File: src/rtl/prbt_pkg.sv
// prbt_pkg: widths, register map, config and result types shared by the
// periodic reset backoff tracker modules
// no dependencies
`timescale 1ns / 1ps

package prbt_pkg;

	localparam int TIME_BITS_DEF = 48;
	localparam int TS_W          = 48;
	localparam int BACKOFF_W     = 26;
	localparam int RUN_W         = 8;
	localparam int TOL_W         = 20;
	localparam int ADDR_W        = 5;
	localparam int DATA_W        = 32;
	localparam int IN_TDATA_W    = 48;
	localparam int OUT_TDATA_W   = 40;

	localparam logic [RUN_W-1:0] RUN_MAX = {RUN_W{1'b1}};

	// register indexes, byte address is 4 * index
	localparam logic [2:0] REG_ENABLE    = 3'd0;
	localparam logic [2:0] REG_TOLERANCE = 3'd1;
	localparam logic [2:0] REG_THRESHOLD = 3'd2;
	localparam logic [2:0] REG_INITIAL   = 3'd3;
	localparam logic [2:0] REG_MAXIMUM   = 3'd4;
	localparam logic [2:0] REG_FLOOR     = 3'd5;

	// request kinds
	localparam logic KIND_OBSERVE = 1'b0;
	localparam logic KIND_GRANT   = 1'b1;

	localparam logic [TOL_W-1:0]     RST_TOLERANCE = TOL_W'(5000);
	localparam logic [RUN_W-1:0]     RST_THRESHOLD = RUN_W'(6);
	localparam logic [BACKOFF_W-1:0] RST_INITIAL   = BACKOFF_W'(250000);
	localparam logic [BACKOFF_W-1:0] RST_MAXIMUM   = BACKOFF_W'(30000000);
	localparam logic [BACKOFF_W-1:0] RST_FLOOR     = BACKOFF_W'(1000);

	typedef struct packed {
		logic                 enable;
		logic [TOL_W-1:0]     gap_tolerance_us;
		logic [RUN_W-1:0]     pattern_threshold;
		logic [BACKOFF_W-1:0] initial_backoff_us;
		logic [BACKOFF_W-1:0] max_backoff_us;
		logic [BACKOFF_W-1:0] halve_floor_us;
	} cfg_t;

	typedef struct packed {
		logic                 pattern_active;
		logic [RUN_W-1:0]     run_count;
		logic [BACKOFF_W-1:0] backoff_us;
	} res_t;

endpackage

File: src/rtl/prbt_cfg.sv
// prbt_cfg: APB-style configuration register file
// depends on prbt_pkg
`timescale 1ns / 1ps

module prbt_cfg
	import prbt_pkg::*;
(
	input  logic              clk,
	input  logic              arst_n,
	input  logic              psel,
	input  logic              penable,
	input  logic              pwrite,
	input  logic [ADDR_W-1:0] paddr,
	input  logic [DATA_W-1:0] pwdata,
	output logic [DATA_W-1:0] prdata,
	output logic              pready,
	output cfg_t              cfg
);

	cfg_t       cfg_q;
	logic       wr_en;
	logic [2:0] reg_idx;

	assign pready  = 1'b1;
	assign wr_en   = psel & penable & pwrite & pready;
	assign reg_idx = paddr[4:2];
	assign cfg     = cfg_q;

	always_ff @(posedge clk or negedge arst_n) begin
		if (!arst_n) begin
			cfg_q.enable             <= 1'b0;
			cfg_q.gap_tolerance_us   <= RST_TOLERANCE;
			cfg_q.pattern_threshold  <= RST_THRESHOLD;
			cfg_q.initial_backoff_us <= RST_INITIAL;
			cfg_q.max_backoff_us     <= RST_MAXIMUM;
			cfg_q.halve_floor_us     <= RST_FLOOR;
		end else if (wr_en) begin
			case (reg_idx)
				REG_ENABLE:    cfg_q.enable             <= pwdata[0];
				REG_TOLERANCE: cfg_q.gap_tolerance_us   <= pwdata[TOL_W-1:0];
				REG_THRESHOLD: cfg_q.pattern_threshold  <= pwdata[RUN_W-1:0];
				REG_INITIAL:   cfg_q.initial_backoff_us <= pwdata[BACKOFF_W-1:0];
				REG_MAXIMUM:   cfg_q.max_backoff_us     <= pwdata[BACKOFF_W-1:0];
				REG_FLOOR:     cfg_q.halve_floor_us     <= pwdata[BACKOFF_W-1:0];
				default: ;
			endcase
		end
	end

	always_comb begin
		case (reg_idx)
			REG_ENABLE:    prdata = DATA_W'(cfg_q.enable);
			REG_TOLERANCE: prdata = DATA_W'(cfg_q.gap_tolerance_us);
			REG_THRESHOLD: prdata = DATA_W'(cfg_q.pattern_threshold);
			REG_INITIAL:   prdata = DATA_W'(cfg_q.initial_backoff_us);
			REG_MAXIMUM:   prdata = DATA_W'(cfg_q.max_backoff_us);
			REG_FLOOR:     prdata = DATA_W'(cfg_q.halve_floor_us);
			default:       prdata = '0;
		endcase
	end

endmodule

File: src/rtl/prbt_core.sv
// prbt_core: tracker state and the single-pass update for one request
// depends on prbt_pkg
`timescale 1ns / 1ps

module prbt_core
	import prbt_pkg::*;
#(
	parameter int TIME_BITS = TIME_BITS_DEF
) (
	input  logic                 clk,
	input  logic                 arst_n,
	input  logic                 upd,
	input  logic                 kind,
	input  logic [TIME_BITS-1:0] now,
	input  cfg_t                 cfg,
	output res_t                 res
);

	logic [TIME_BITS-1:0] last_q;
	logic [TIME_BITS-1:0] prev_q;
	logic [RUN_W-1:0]     run_q;
	logic [BACKOFF_W-1:0] backoff_q;

	logic                 obs_en;
	logic                 grant_en;
	logic                 have_last;
	logic [TIME_BITS-1:0] gap;
	logic [TIME_BITS-1:0] diff;
	logic                 in_tol;
	logic [RUN_W-1:0]     run_obs;
	logic [TIME_BITS-1:0] prev_next;
	logic                 active_obs;
	logic [BACKOFF_W:0]   grown;
	logic [BACKOFF_W-1:0] clamped;
	logic [BACKOFF_W-1:0] backoff_obs;
	logic [BACKOFF_W-1:0] backoff_grant;
	logic [RUN_W-1:0]     run_shown;

	assign obs_en    = cfg.enable & (kind == KIND_OBSERVE);
	assign grant_en  = cfg.enable & (kind == KIND_GRANT);
	assign have_last = (last_q != '0);
	assign gap       = now - last_q;
	assign diff      = (gap >= prev_q) ? (gap - prev_q) : (prev_q - gap);
	assign in_tol    = (diff <= TIME_BITS'(cfg.gap_tolerance_us));

	always_comb begin
		run_obs = run_q;
		if (have_last && (prev_q != '0)) begin
			if (in_tol)
				run_obs = (run_q == RUN_MAX) ? run_q : run_q + RUN_W'(1);
			else
				run_obs = '0;
		end
	end

	assign prev_next  = have_last ? gap : prev_q;
	assign active_obs = (run_obs >= cfg.pattern_threshold);

	// first step loads the initial value, later steps double, then clamp
	assign grown = (backoff_q == '0) ? {1'b0, cfg.initial_backoff_us} : {backoff_q, 1'b0};
	assign clamped = (grown > {1'b0, cfg.max_backoff_us}) ? cfg.max_backoff_us
							      : grown[BACKOFF_W-1:0];
	assign backoff_obs   = active_obs ? clamped : backoff_q;
	assign backoff_grant = (backoff_q > cfg.halve_floor_us) ? (backoff_q >> 1) : backoff_q;

	assign run_shown = obs_en ? run_obs : run_q;

	always_comb begin
		res.run_count      = run_shown;
		res.pattern_active = (run_shown >= cfg.pattern_threshold);
		if (obs_en)
			res.backoff_us = backoff_obs;
		else if (grant_en)
			res.backoff_us = backoff_q;
		else
			res.backoff_us = '0;
	end

	always_ff @(posedge clk or negedge arst_n) begin
		if (!arst_n) begin
			last_q    <= '0;
			prev_q    <= '0;
			run_q     <= '0;
			backoff_q <= '0;
		end else if (upd) begin
			if (obs_en) begin
				last_q    <= now;
				prev_q    <= prev_next;
				run_q     <= run_obs;
				backoff_q <= backoff_obs;
			end else if (grant_en) begin
				backoff_q <= backoff_grant;
			end
		end
	end

	a_disabled_holds: assert property (@(posedge clk) disable iff (!arst_n)
		upd && !cfg.enable |=> $stable(last_q) && $stable(prev_q) && $stable(run_q)
			&& $stable(backoff_q))
		else $error("state changed while disabled");

	a_grant_no_grow: assert property (@(posedge clk) disable iff (!arst_n)
		upd && grant_en |=> backoff_q <= $past(backoff_q))
		else $error("grant raised the backoff");

	a_grant_keeps_run: assert property (@(posedge clk) disable iff (!arst_n)
		upd && grant_en |=> $stable(run_q) && $stable(last_q) && $stable(prev_q))
		else $error("grant touched reset tracking");

	a_run_saturates: assert property (@(posedge clk) disable iff (!arst_n)
		upd && obs_en && run_q == RUN_MAX |=> run_q == RUN_MAX || run_q == '0)
		else $error("run counter wrapped");

endmodule

File: src/rtl/periodic_reset_backoff_tracker.sv
// periodic_reset_backoff_tracker: top level with request register, core and result register
// depends on prbt_pkg, prbt_cfg, prbt_core
//
//  channel  | group                                  | contents
//  request  | s_tvalid s_tready s_tdata s_tuser      | timestamp_us, req_type
//  result   | m_tvalid m_tready m_tdata              | backoff_us, run_count, pattern_active
//  config   | psel penable pwrite paddr pwdata prdata pready | six registers at 4*i
//
// one request per cycle sustained while m_tready stays high
// the request register feeds the core, whose state updates as the result register loads
// a stalled result register holds the request register, which still takes a request if empty
// arst_n clears tracking state, valid flags and config registers to their reset values
`timescale 1ns / 1ps

module periodic_reset_backoff_tracker
	import prbt_pkg::*;
#(
	parameter int TIME_BITS = TIME_BITS_DEF
) (
	input  logic                   clk,
	input  logic                   arst_n,
	input  logic                   s_tvalid,
	output logic                   s_tready,
	input  logic [IN_TDATA_W-1:0]  s_tdata,   // [47:0] timestamp_us
	input  logic                   s_tuser,   // [0] req_type
	output logic                   m_tvalid,
	input  logic                   m_tready,
	output logic [OUT_TDATA_W-1:0] m_tdata,   // [25:0] backoff_us, [33:26] run_count,
	                                          // [34] pattern_active, [39:35] zero
	input  logic                   psel,
	input  logic                   penable,
	input  logic                   pwrite,
	input  logic [ADDR_W-1:0]      paddr,
	input  logic [DATA_W-1:0]      pwdata,
	output logic [DATA_W-1:0]      prdata,
	output logic                   pready
);

	cfg_t             cfg;
	res_t             res;
	logic             valid_s1;
	logic             kind_s1;
	logic [TS_W-1:0]  ts_s1;
	logic             valid_s2;
	res_t             res_s2;
	logic             advance;
	logic             take;

	assign advance  = valid_s1 & (~valid_s2 | m_tready);
	assign s_tready = ~valid_s1 | advance;
	assign take     = s_tvalid & s_tready;

	prbt_cfg u_cfg (
		.clk     (clk),
		.arst_n  (arst_n),
		.psel    (psel),
		.penable (penable),
		.pwrite  (pwrite),
		.paddr   (paddr),
		.pwdata  (pwdata),
		.prdata  (prdata),
		.pready  (pready),
		.cfg     (cfg)
	);

	prbt_core #(
		.TIME_BITS (TIME_BITS)
	) u_core (
		.clk    (clk),
		.arst_n (arst_n),
		.upd    (advance),
		.kind   (kind_s1),
		.now    (TIME_BITS'(ts_s1)),
		.cfg    (cfg),
		.res    (res)
	);

	always_ff @(posedge clk or negedge arst_n) begin
		if (!arst_n) begin
			valid_s1 <= 1'b0;
			valid_s2 <= 1'b0;
		end else begin
			if (take)
				valid_s1 <= 1'b1;
			else if (advance)
				valid_s1 <= 1'b0;
			if (advance)
				valid_s2 <= 1'b1;
			else if (m_tready)
				valid_s2 <= 1'b0;
		end
	end

	always_ff @(posedge clk) begin
		if (take) begin
			kind_s1 <= s_tuser;
			ts_s1   <= s_tdata[TS_W-1:0];
		end
		if (advance)
			res_s2 <= res;
	end

	assign m_tvalid = valid_s2;
	assign m_tdata  = OUT_TDATA_W'({res_s2.pattern_active, res_s2.run_count,
					res_s2.backoff_us});

	a_stall_keeps_request: assert property (@(posedge clk) disable iff (!arst_n)
		valid_s1 && !advance |=> valid_s1)
		else $error("request dropped while result stalled");

	a_no_overwrite: assert property (@(posedge clk) disable iff (!arst_n)
		valid_s2 && !m_tready |-> !advance)
		else $error("pending result overwritten");

	a_result_follows: assert property (@(posedge clk) disable iff (!arst_n)
		advance |=> valid_s2)
		else $error("advanced request produced no result");

endmodule
File: config.mk
export PLATFORM = sky130hd
export DESIGN_NAME = periodic_reset_backoff_tracker
export DESIGN_NICKNAME = d
export VERILOG_FILES = /design/src/rtl/prbt_pkg.sv /design/src/rtl/prbt_cfg.sv /design/src/rtl/prbt_core.sv /design/src/rtl/periodic_reset_backoff_tracker.sv
export SDC_FILE = /design/constraint.sdc
export NUM_CORES = 1
export LEC_CHECK = 0
export BUFFER_PORTS_ARGS = -buffer_cell sky130_fd_sc_hd__buf_4
export CAP_MARGIN = 20
export CORE_MARGIN = 8
export CORE_UTILIZATION = 55
export DETAILED_ROUTE_END_ITERATION = 7
export PLACE_DENSITY_LB_ADDON = 0.1
export SKIP_LAST_GASP = 1
export SYNTH_ARGS = -nofsm -noshare
export SYNTH_HDL_FRONTEND = slang
export SYNTH_SLANG_ARGS = --single-unit
File: constraint.sdc
create_clock -name clk -period 28.5 [get_ports clk]
set_input_delay 1.425 -clock clk [delete_from_list [all_inputs] [get_ports clk]]
set_output_delay 1.425 -clock clk [all_outputs]
set_load 0.005 [all_outputs]
==> PnR_summary.wiki, run 1 <==
{| class="wikitable"
! Metric !! Value
|-
| Outcome || finished clean
|-
| Per-cell via count in the routed design || 6.03
|-
| Critical register-to-register path startpoint || ts_s1[0]
|-
| Worst Hold Path Cells || 2
|-
| Die outline height || 226 um
|-
| Slew at the pin closest to its max-slew limit || 1.10 ns
|-
| Yosys cell types || 88
|-
| Number of flops mapped to enable cells by yosys || 84
|-
| Required time of the critical path || 28.97 ns
|-
| Share of the core filled with cells in the final layout || 0.615
|-
| Area overhead of the layout relative to synthesis || 11.3%
|-
| Diodes inserted || 0
|-
| Relative slew slack || 0.257
|-
| Mean area per synthesized cell || 8.56 um^2
|-
| Final cell count without fillers || 3529
|-
| Buffer depth of the longest clock path || 3
|-
| TritonCTS clock tree || done
|-
| Top-level I/O count || 168
|-
| Number of storage elements in the synthesis netlist || 323
|-
| Max-cap violation count || 0
|-
| Register-to-Register Setup Slack || 13.66 ns
|-
| Largest net degree at the start of global routing || 124
|-
| CTS buffer count || 39
|-
| Number of nets in the finished design || 3233
|-
| Share of synthesized registers carrying an async set or reset || 0.740
|-
| Setup WS post-layout || 13.66 ns
|-
| Worst path slowest cell || nor2b_2
|-
| Endpoints failing setup || 0
|-
| TritonCTS Sinks || 323
|-
| Post-cts sizing count || 0
|-
| Drt wl/cell || 20.6 um
|-
| Later-pin clock latency in the skew report || 0.57 ns
|-
| Gr ovfl total || 0
|-
| Hold violation total from the final report || 0
|-
| FF-to-FF path depth || 54
|-
| Cell count after synthesis || 2839
|-
| GPL Wtd Cong || 0.966
|-
| Overall die area || 51100 um^2
|-
| GR Util All Layers || 0.279
|-
| Yosys synthesis warning count || 0
|-
| Post-layout minimum cycle time || 14.84 ns
|-
| Floorplan row count || 77
|-
| Unrepaired setup endpoints after global routing || false
|-
| Portion of the post-synthesis area used by sequential elements || 0.352
|-
| Start-to-end type of the worst setup path || register to register
|-
| Number of antenna violations at the first check in global routing || 0
|-
| Top flip-flop cell by instance count after synthesis || dfrtp_1
|-
| Largest stage delay on the critical path || 1.00 ns
|-
| Worst setup EP type || register
|-
| Effective utilization at floorplan || 0.553
|-
| Vias in the first global route || 20.8k
|-
| Pre-CTS setup slack || 13.71 ns
|-
| Total of hold buffers inserted after clock tree synthesis || 0
|-
| Pre-antenna DRT Iters || 7
|-
| First-pass GRT wire length || 114000 um
|-
| Via count of the routed design || 21.3k
|-
| HPWL Detailed || 55400 um
|-
| Share of final-layout standard cells stronger than drive strength 1 || 0.114
|-
| Arrival time of data at the critical path endpoint || 15.31 ns
|-
| Worst-path clk slew || 0.06 ns
|-
| Die X-Extent || 226 um
|-
| Number of nets still failing antenna checks after routing || 0
|-
| Worst setup path endpoint || u_core.backoff_q[21]
|-
| Placeable core region || 43900 um^2
|-
| CP Launch Point || ts_s1[0]
|-
| Drt initial violations || 1541
|-
| Period Utilization, post-route || 0.521
|-
| Clock Root Buffer || clkbuf_16
|-
| CP Launch Type || register
|-
| Count of placed standard cells including taps || 3457
|-
| Max-slew violations || 0
|-
| Setup_tns || 0 ns
|-
| Critical path peak fanout || 31
|-
| DRT Wirelength || 72700 um
|-
| Number of H-tree levels || 2
|-
| Buffers added on ports || 147
|-
| Maximum frequency from static timing analysis || 0.0674 GHz
|-
| Post-CTS setup buffers || 0
|-
| Reg-to-reg critical path endpoint || u_core.backoff_q[21]
|-
| Maximum clock skew at final layout || 0.0248 ns
|-
| Cell Area, Synth || 24300 um^2
|-
| Type of the most critical hold path || register to register
|-
| Total DRC errors in the routed layout || 0
|}
-- placed cells by master, fill, tap and decap left out, types with 40 or more instances in the layout --
cell,count
nand3_1,41
xnor2_1,49
nor2_1,113
a21oi_1,242
a21o_1,108
clkbuf_16,40
nand4_1,49
mux2i_1,76
nand2_1,326
o21ai_0,305
edfxtp_1,84
inv_1,262
o22ai_1,50
buf_4,165
ha_1,231
dfrtp_1,209
-- routing by layer --
metal / GRT usage / vias to the layer above / routed length [um]
li1: - / 10300 / -
met1: 0.357 / 10200 / 31200
met2: 0.476 / 694 / 34900
met3: 0.0342 / 153 / 3900
met4: 0.111 / 0 / 2690
met5: 0 / - / 0
-- flip-flops by register name (all words and copies together), names as in the netlist --
register	count
kind_s1	1
m_tdata	35
m_tvalid	1
ts_s1	48
u_cfg.cfg	107
u_core.backoff_q	26
u_core.last_q	48
u_core.prev_q	48
u_core.run_q	8
valid_s1	1
-- cell usage after synthesis (7+ instances only) --
| library cell | instances | share of area |
|---|---|---|
| or3_1 | 8 | 0.0021 |
| o22ai_1 | 50 | 0.013 |
| a21oi_1 | 242 | 0.050 |
| inv_1 | 262 | 0.040 |
| dfrtp_1 | 209 | 0.22 |
| and3_1 | 14 | 0.0036 |
| nand3_1 | 41 | 0.0084 |
| a221oi_1 | 12 | 0.0043 |
| nor2_1 | 116 | 0.018 |
| o211ai_1 | 15 | 0.0046 |
| o21a_1 | 27 | 0.0083 |
| nor2b_1 | 30 | 0.0077 |
| nand2b_1 | 26 | 0.0067 |
| a31oi_1 | 18 | 0.0046 |
| a21o_1 | 108 | 0.033 |
| nor3_1 | 27 | 0.0056 |
| buf_4 | 24 | 0.0074 |
| a211o_1 | 8 | 0.0029 |
| dfstp_2 | 30 | 0.032 |
| a22oi_1 | 9 | 0.0028 |
| clkbuf_1 | 95 | 0.015 |
| o21ai_0 | 305 | 0.063 |
| edfxtp_1 | 84 | 0.10 |
| or2_2 | 7 | 0.0018 |
| o31ai_1 | 13 | 0.0040 |
| ha_1 | 231 | 0.12 |
| o21ai_1 | 13 | 0.0027 |
| xor2_1 | 31 | 0.011 |
| nand2_1 | 326 | 0.050 |
| a211oi_1 | 34 | 0.011 |
| mux2i_1 | 76 | 0.031 |
| nor4_1 | 38 | 0.0098 |
| nand3b_1 | 9 | 0.0028 |
| nand4_1 | 49 | 0.013 |
| buf_2 | 24 | 0.0049 |
| and2_1 | 14 | 0.0036 |
| xnor2_1 | 49 | 0.018 |
| o21bai_1 | 28 | 0.0087 |
| mux2_2 | 32 | 0.015 |
-- kinds of logic (layout without fill, tap and decap cells) --
family | count (synthesis) | count (layout) | share of synthesized area
AO/OA/AOI/OAI | 940 | 940 | 0.235
AND/OR/NAND/NOR | 735 | 735 | 0.145
buffers and inverters | 415 | 503 | 0.0697
flip-flops | 323 | 323 | 0.352
adder cells (fa/ha/maj) | 234 | 234 | 0.121
multiplexers | 110 | 110 | 0.0480
XOR/XNOR | 80 | 80 | 0.0288
other | 2 | 12 | 0.000309
-- per-stage QoR --
stage / hold slack (ns) / instance area [um^2]
6_report: 0.488 / 27000
2_1_floorplan: 0.459 / 24300
5_1_grt: 0.514 / 27000
4_1_cts: 0.492 / 27000
3_5_place_dp: 0.475 / 25700
3_3_place_gp: 0.474 / 25700
-- layout make-up --
class,instances,area [um^2]
Multi-Input combinational cell,2111,14200
Clock inverter,20,239
Timing Repair Buffer,167,1270
Tap cell,592,741
Inverter,264,991
Sequential cell,323,8540
Fill cell,3998,16900
Clock buffer,52,1090
-- how the worst min path moves through the flow --
stage,from,end,slack [ns]
final,ts_s1[42],u_core.last_q[42],0.49
after global routing,ts_s1[25],u_core.last_q[25],0.51
after CTS,ts_s1[23],u_core.last_q[23],0.49
after detailed placement,ts_s1[23],u_core.last_q[23],0.47
after global placement,ts_s1[12],u_core.last_q[12],0.47
after floorplan,ts_s1[10],u_core.last_q[10],0.46
-- worst max-delay path, delay by kind of cell, from the launching register on --
kind            cells  cell delay, ns
simple gates       11            4.80
compound gates     30            6.11
xor+xnor            2            0.63
fa+ha+maj           5            1.42
buf+inv             6            1.37
flops               1            0.37
Power of run 1 is left out: the tool's default activity adds up to more than one toggle a clock period on the data nets, which glitch-free logic cannot reach.
==> run 2: changes to the inputs <==
Clock period 28.5 ns to 13.02 ns, I/O delays scaled along.
==> run 2 against run 1 <==
Compared with the run above: critical path type unchanged; sequential share of layout area shrank 0.15 points; largest cell class unchanged; global-route usage shrank 0.17 points; final cell count grew 0.37%.
==> PnR_summary.wiki, run 2 (synthesis gave the netlist of run 1 again) <==
{| class="wikitable"
! Metric !! Value
|-
| Total of hold buffers inserted after clock tree synthesis || 0
|-
| Later-pin clock latency in the skew report || 0.57 ns
|-
| Required time of the critical path || 13.49 ns
|-
| Via count of the routed design || 21.5k
|-
| Top-level I/O count || 168
|-
| Setup WS post-layout || 0.865 ns
|-
| Area overhead of the layout relative to synthesis || 11.8%
|-
| Pre-CTS setup slack || 0.337 ns
|-
| Worst path slowest cell || or4_4
|-
| Number of antenna violations at the first check in global routing || 0
|-
| Drt wl/cell || 20.4 um
|-
| CP Launch Type || register
|-
| Share of final-layout standard cells stronger than drive strength 1 || 0.121
|-
| Number of H-tree levels || 2
|-
| Global-route met2 utilization || 0.465
|-
| Largest stage delay on the critical path || 0.55 ns
|-
| Category of cells accounting for the largest share of critical-path delay || compound AO/OA/AOI/OAI gates
|-
| Most congested layer reported by global routing || met2
|-
| Type of the most critical hold path || primary input to asynchronous set/reset pin
|-
| TritonCTS clock tree || done
|-
| Max-cap violation count || 0
|-
| Effective utilization at floorplan || 0.553
|-
| Largest net degree at the start of global routing || 117
|-
| Hold violation total from the final report || 0
|-
| Met1 Use GR || 0.359
|-
| Vias in the first global route || 21.0k
|-
| Buffers added on ports || 147
|-
| Drt initial violations || 1703
|-
| Relative slew slack || 0.272
|-
| Pre-antenna DRT Iters || 6
|-
| First-pass GRT wire length || 114000 um
|-
| Worst setup EP type || register
|-
| Number of nets in the finished design || 3247
|-
| Unrepaired setup endpoints after global routing || false
|-
| Post-layout minimum cycle time || 12.16 ns
|-
| Per-cell via count in the routed design || 6.06
|-
| HPWL Detailed || 55400 um
|-
| Leading cell type in the layout, fill and taps excluded || nand2_1
|-
| Most frequent CP cell || a21o_1
|-
| Total DRC errors in the routed layout || 0
|-
| GR Layer Usage met3 || 0.0364
|-
| Worst-path clk slew || 0.06 ns
|-
| Endpoints failing setup || 0
|-
| Arrival time of data at the critical path endpoint || 12.63 ns
|-
| Die outline height || 226 um
|-
| GPL Wtd Cong || 0.975
|-
| TritonCTS Sinks || 323
|-
| Max-slew violations || 0
|-
| Clock Root Buffer || clkbuf_16
|-
| Diodes inserted || 0
|-
| Number of nets still failing antenna checks after routing || 0
|-
| Setup_tns || 0 ns
|-
| Die X-Extent || 226 um
|-
| DRT Wirelength || 72400 um
|-
| Outcome || finished clean
|-
| GR Util All Layers || 0.277
|-
| Flip-flop count of the largest register, all copies and words added || 107
|-
| Floorplan row count || 77
|-
| Overall die area || 51100 um^2
|-
| Slew at the pin closest to its max-slew limit || 1.08 ns
|-
| Placeable core region || 43900 um^2
|-
| Start-to-end type of the worst setup path || register to register
|-
| Buffering stage count on the worst path with inverters included || 7
|-
| Period Utilization, post-route || 0.934
|-
| Most frequent cells in the layout || 326 x nand2_1, 305 x o21ai_0, 262 x inv_1, 242 x a21oi_1, 230 x ha_1
|-
| Critical path peak fanout || 13
|-
| Maximum frequency from static timing analysis || 0.0823 GHz
|-
| Maximum clock skew at final layout || 0.0237 ns
|-
| Gr ovfl total || 0
|-
| Buffer depth of the longest clock path || 3
|-
| CTS buffer count || 38
|}
## run 2: area by class of cell
type	instances	area, um^2
Fill cell	3935	16800
Multi-Input combinational cell	2111	14200
Sequential cell	323	8540
Timing Repair Buffer	182	1410
Clock buffer	49	1030
Inverter	264	991
Tap cell	592	741
Clock inverter	21	269
## run 2: through the flow
step | instances | area (um^2) | utilization | hold slack [ns]
after floorplan | 2849 | 24300 | - | 0.355
after global placement | 3465 | 25800 | 0.586 | 0.469
after detailed placement | 3465 | 25800 | 0.586 | 0.478
after CTS | 3535 | 27100 | 0.616 | 0.188
after global routing | 3542 | 27200 | 0.618 | 0.226
final | 3542 | 27200 | 0.618 | 0.145
## run 2: worst register-to-register path: cells and delay by family (launching register included)
kind,cells,cell delay (ns)
AO/OA/AOI/OAI,29,6.51
adder cells (fa/ha/maj),5,1.60
AND/OR/NAND/NOR,9,2.16
XOR/XNOR,2,0.52
flip-flops,1,0.35
buffers and inverters,7,0.90
## run 2: worst paths after layout
path	start	end	slack (ns)	cells past startpoint
worst max-delay path	ts_s1[0]	u_core.backoff_q[22]	0.86	52
worst min-delay path	arst_n	u_cfg.cfg[72]	0.14	1
worst max register to register	ts_s1[0]	u_core.backoff_q[22]	0.86	52
worst min register to register	ts_s1[42]	u_core.last_q[42]	0.49	2
max in group asynchronous	arst_n	u_core.last_q[46]	11.27	2
min in group clk	s_tdata[32]	ts_s1[32]	0.26	1
## run 2: timing repair
| item | 4_1_cts | 5_1_grt |
|---|---|---|
| gates resized for setup | 0 | 5 |
| endpoints found under the setup margin | 0 | 52 |
| setup buffers | 0 | 5 |
## run 2: layer usage
layer  part of all wire  up-vias
li1                   -    10300
met1               0.43    10300
met2               0.48      730
met3              0.057      172
met4              0.038        0
met5                  0        -
Power of run 2 is left out for the same reason.
==> run 3: changes to the inputs <==
--- a/config.mk
+++ b/config.mk
@@ -11,4 +11,5 @@
 export CORE_UTILIZATION = 55
 export DETAILED_ROUTE_END_ITERATION = 7
+export MAX_ROUTING_LAYER = met4
 export PLACE_DENSITY_LB_ADDON = 0.1
 export SKIP_LAST_GASP = 1
==> constraint.sdc (replaced) <==
create_clock -name clk -period 13.02 [get_ports clk]
set_input_delay 1.302 -clock clk [delete_from_list [all_inputs] [get_ports clk]]
set_output_delay 1.302 -clock clk [all_outputs]
set_load 0.005 [all_outputs]
==> run 3 against run 2 <==
Compared with the run above: setup slack worse by 0.21 ns; via count down 0.22%; critical path depth did not move; largest cell class unchanged.
==> PnR_summary.wiki, run 3 (synthesis gave the netlist of run 1 again) <==
{| class="wikitable"
! Metric !! Value
|-
| CTS buffer count || 39
|-
| Via count of the routed design || 21.4k
|-
| Endpoints failing setup || 0
|-
| Worst path slowest cell || or4_4
|-
| Category of cells accounting for the largest share of critical-path delay || compound AO/OA/AOI/OAI gates
|-
| Vias in the first global route || 21.1k
|-
| Number of antenna violations at the first check in global routing || 0
|-
| Drt initial violations || 1781
|-
| Max-slew violations || 0
|-
| Reg-to-reg critical path endpoint || u_core.backoff_q[2]
|-
| Maximum frequency from static timing analysis || 0.0808 GHz
|-
| Cell area after placement || 25800 um^2
|-
| Slew at the pin closest to its max-slew limit || 1.05 ns
|-
| Largest net degree at the start of global routing || 150
|-
| Post-route cell area || 27200 um^2
|-
| Flip-flop count of the largest register, all copies and words added || 107
|-
| Share of final-layout standard cells stronger than drive strength 1 || 0.121
|-
| Buffering stage count on the worst path with inverters included || 7
|-
| Per-cell via count in the routed design || 6.06
|-
| GPL Wtd Cong || 0.952
|-
| Hold violation total from the final report || 0
|-
| Largest stage delay on the critical path || 0.54 ns
|-
| Leading cell type in the layout, fill and taps excluded || nand2_1
|-
| Top-level I/O count || 168
|-
| Overall die area || 51100 um^2
|-
| Reg area || 8540 um^2
|-
| Most frequent cells in the layout || 326 x nand2_1, 305 x o21ai_0, 262 x inv_1, 241 x a21oi_1, 229 x ha_1
|-
| Later-pin clock latency in the skew report || 0.58 ns
|-
| Die X-Extent || 226 um
|-
| Critical path peak fanout || 13
|-
| DRT Wirelength || 73300 um
|-
| Worst-path clk slew || 0.06 ns
|-
| FF-to-FF path depth || 52
|-
| Placeable core region || 43900 um^2
|-
| TritonCTS clock tree || done
|-
| Worst setup EP type || register
|-
| Area taken by multi-input logic gates || 14200 um^2
|-
| First-pass GRT wire length || 115000 um
|-
| Max-cap violation count || 0
|-
| Effective utilization at floorplan || 0.553
|-
| Number of H-tree levels || 2
|-
| Buffer depth of the longest clock path || 3
|-
| Area overhead of the layout relative to synthesis || 11.9%
|-
| Relative slew slack || 0.289
|-
| Number of nets in the finished design || 3242
|-
| Type of the most critical hold path || register to register
|-
| Post-layout minimum cycle time || 12.37 ns
|-
| TritonCTS Sinks || 323
|-
| Register-to-Register Setup Slack || 0.65 ns
|-
| Period Utilization, post-route || 0.950
|-
| CP Launch Type || register
|-
| Arrival time of data at the critical path endpoint || 12.82 ns
|-
| Total DRC errors in the routed layout || 0
|-
| Fillcell total || 3890
|-
| Floorplan row count || 77
|-
| Worst hold path endpoint || u_core.last_q[12]
|-
| Number of nets still failing antenna checks after routing || 0
|-
| HPWL Detailed || 55800 um
|-
| GR Util All Layers || 0.289
|-
| Start-to-end type of the worst setup path || register to register
|-
| Maximum clock skew at final layout || 0.0235 ns
|-
| Buffers added on ports || 147
|-
| Critical register-to-register path startpoint || ts_s1[0]
|-
| Unrepaired setup endpoints after global routing || false
|-
| Drt wl/cell || 20.7 um
|-
| Most frequent CP cell || a21o_1
|-
| Pre-antenna DRT Iters || 6
|-
| Setup_tns || 0 ns
|-
| Worst Hold Path Cells || 2
|-
| Outcome || finished clean
|-
| Die outline height || 226 um
|-
| Required time of the critical path || 13.47 ns
|-
| Diodes inserted || 0
|-
| Clock Root Buffer || clkbuf_16
|-
| Worst min-delay path startpoint || ts_s1[12]
|-
| Gr ovfl total || 0
|}
-- run 3: changes by cell type in the layout (fill, tap and decap cells not counted), sizes merged --
cell / delta
clkinvlp: +1
clkbuf: +2
buf: -5
clkinv: -2
-- run 3: metrics by stage --
stage                     utilization  hold WS [ns]  worst slack (ns)  std cells
after floorplan                     -         0.459              1.88       2849
after global placement          0.587         0.468             0.486       3464
after detailed placement        0.587         0.483             0.264       3464
after CTS                       0.617         0.496             0.223       3536
after global routing            0.619         0.523            0.0145       3538
final                           0.619         0.487             0.651       3538
-- run 3: worst reg2reg max path: cells and delay by family, from the launching register on --
kind	cells	cell delay, ns
AOI/OAI and AO/OA	31	6.76
and+or+nand+nor	7	2.09
adders and majority gates	5	1.54
buffers and inverters	7	1.00
xor gates and xnor gates	2	0.52
DFF	1	0.36
-- run 3: worst max path at each step --
stage                           startpoint                   end  slack [ns]  depth (start not counted)
after global placement            ts_s1[0]   u_core.backoff_q[2]        0.49                         52
after CTS                         ts_s1[0]  u_core.backoff_q[25]        0.22                         51
after floorplan           u_core.last_q[0]           m_tdata[15]        1.88                         53
after detailed placement          ts_s1[0]  u_core.backoff_q[25]        0.26                         51
after global routing      u_core.last_q[0]   u_core.backoff_q[2]        0.01                         54
final                             ts_s1[0]   u_core.backoff_q[2]        0.65                         52
-- run 3: repair_timing --
| item | CTS | global route |
|---|---|---|
| gates resized for setup | 0 | 9 |
| endpoints found under the setup margin | 0 | 52 |
| hold endpoints to repair | 0 | 0 |
| hold buffers | 0 | 0 |
| buffers inserted | 0 | 0 |
-- run 3: routing by layer --
layer | wire [um] | share of wire | global-route usage | up-vias
met5 | 0 | 0 | - | -
met2 | 35400 | 0.48 | 0.482 | 741
met4 | 2620 | 0.036 | 0.103 | 0
li1 | - | - | - | 10300
met3 | 4060 | 0.055 | 0.0384 | 160
met1 | 31200 | 0.43 | 0.357 | 10200
-- run 3: final cells by class --
cell class,instances,area share
multi-input combinational,2111,0.523
clock inverter,20,0.00930
clock buffer,52,0.0400
sequential,323,0.314
tap,592,0.0273
inverter,264,0.0365
timing repair buffer,176,0.0503
Power of run 3 is left out for the same reason.
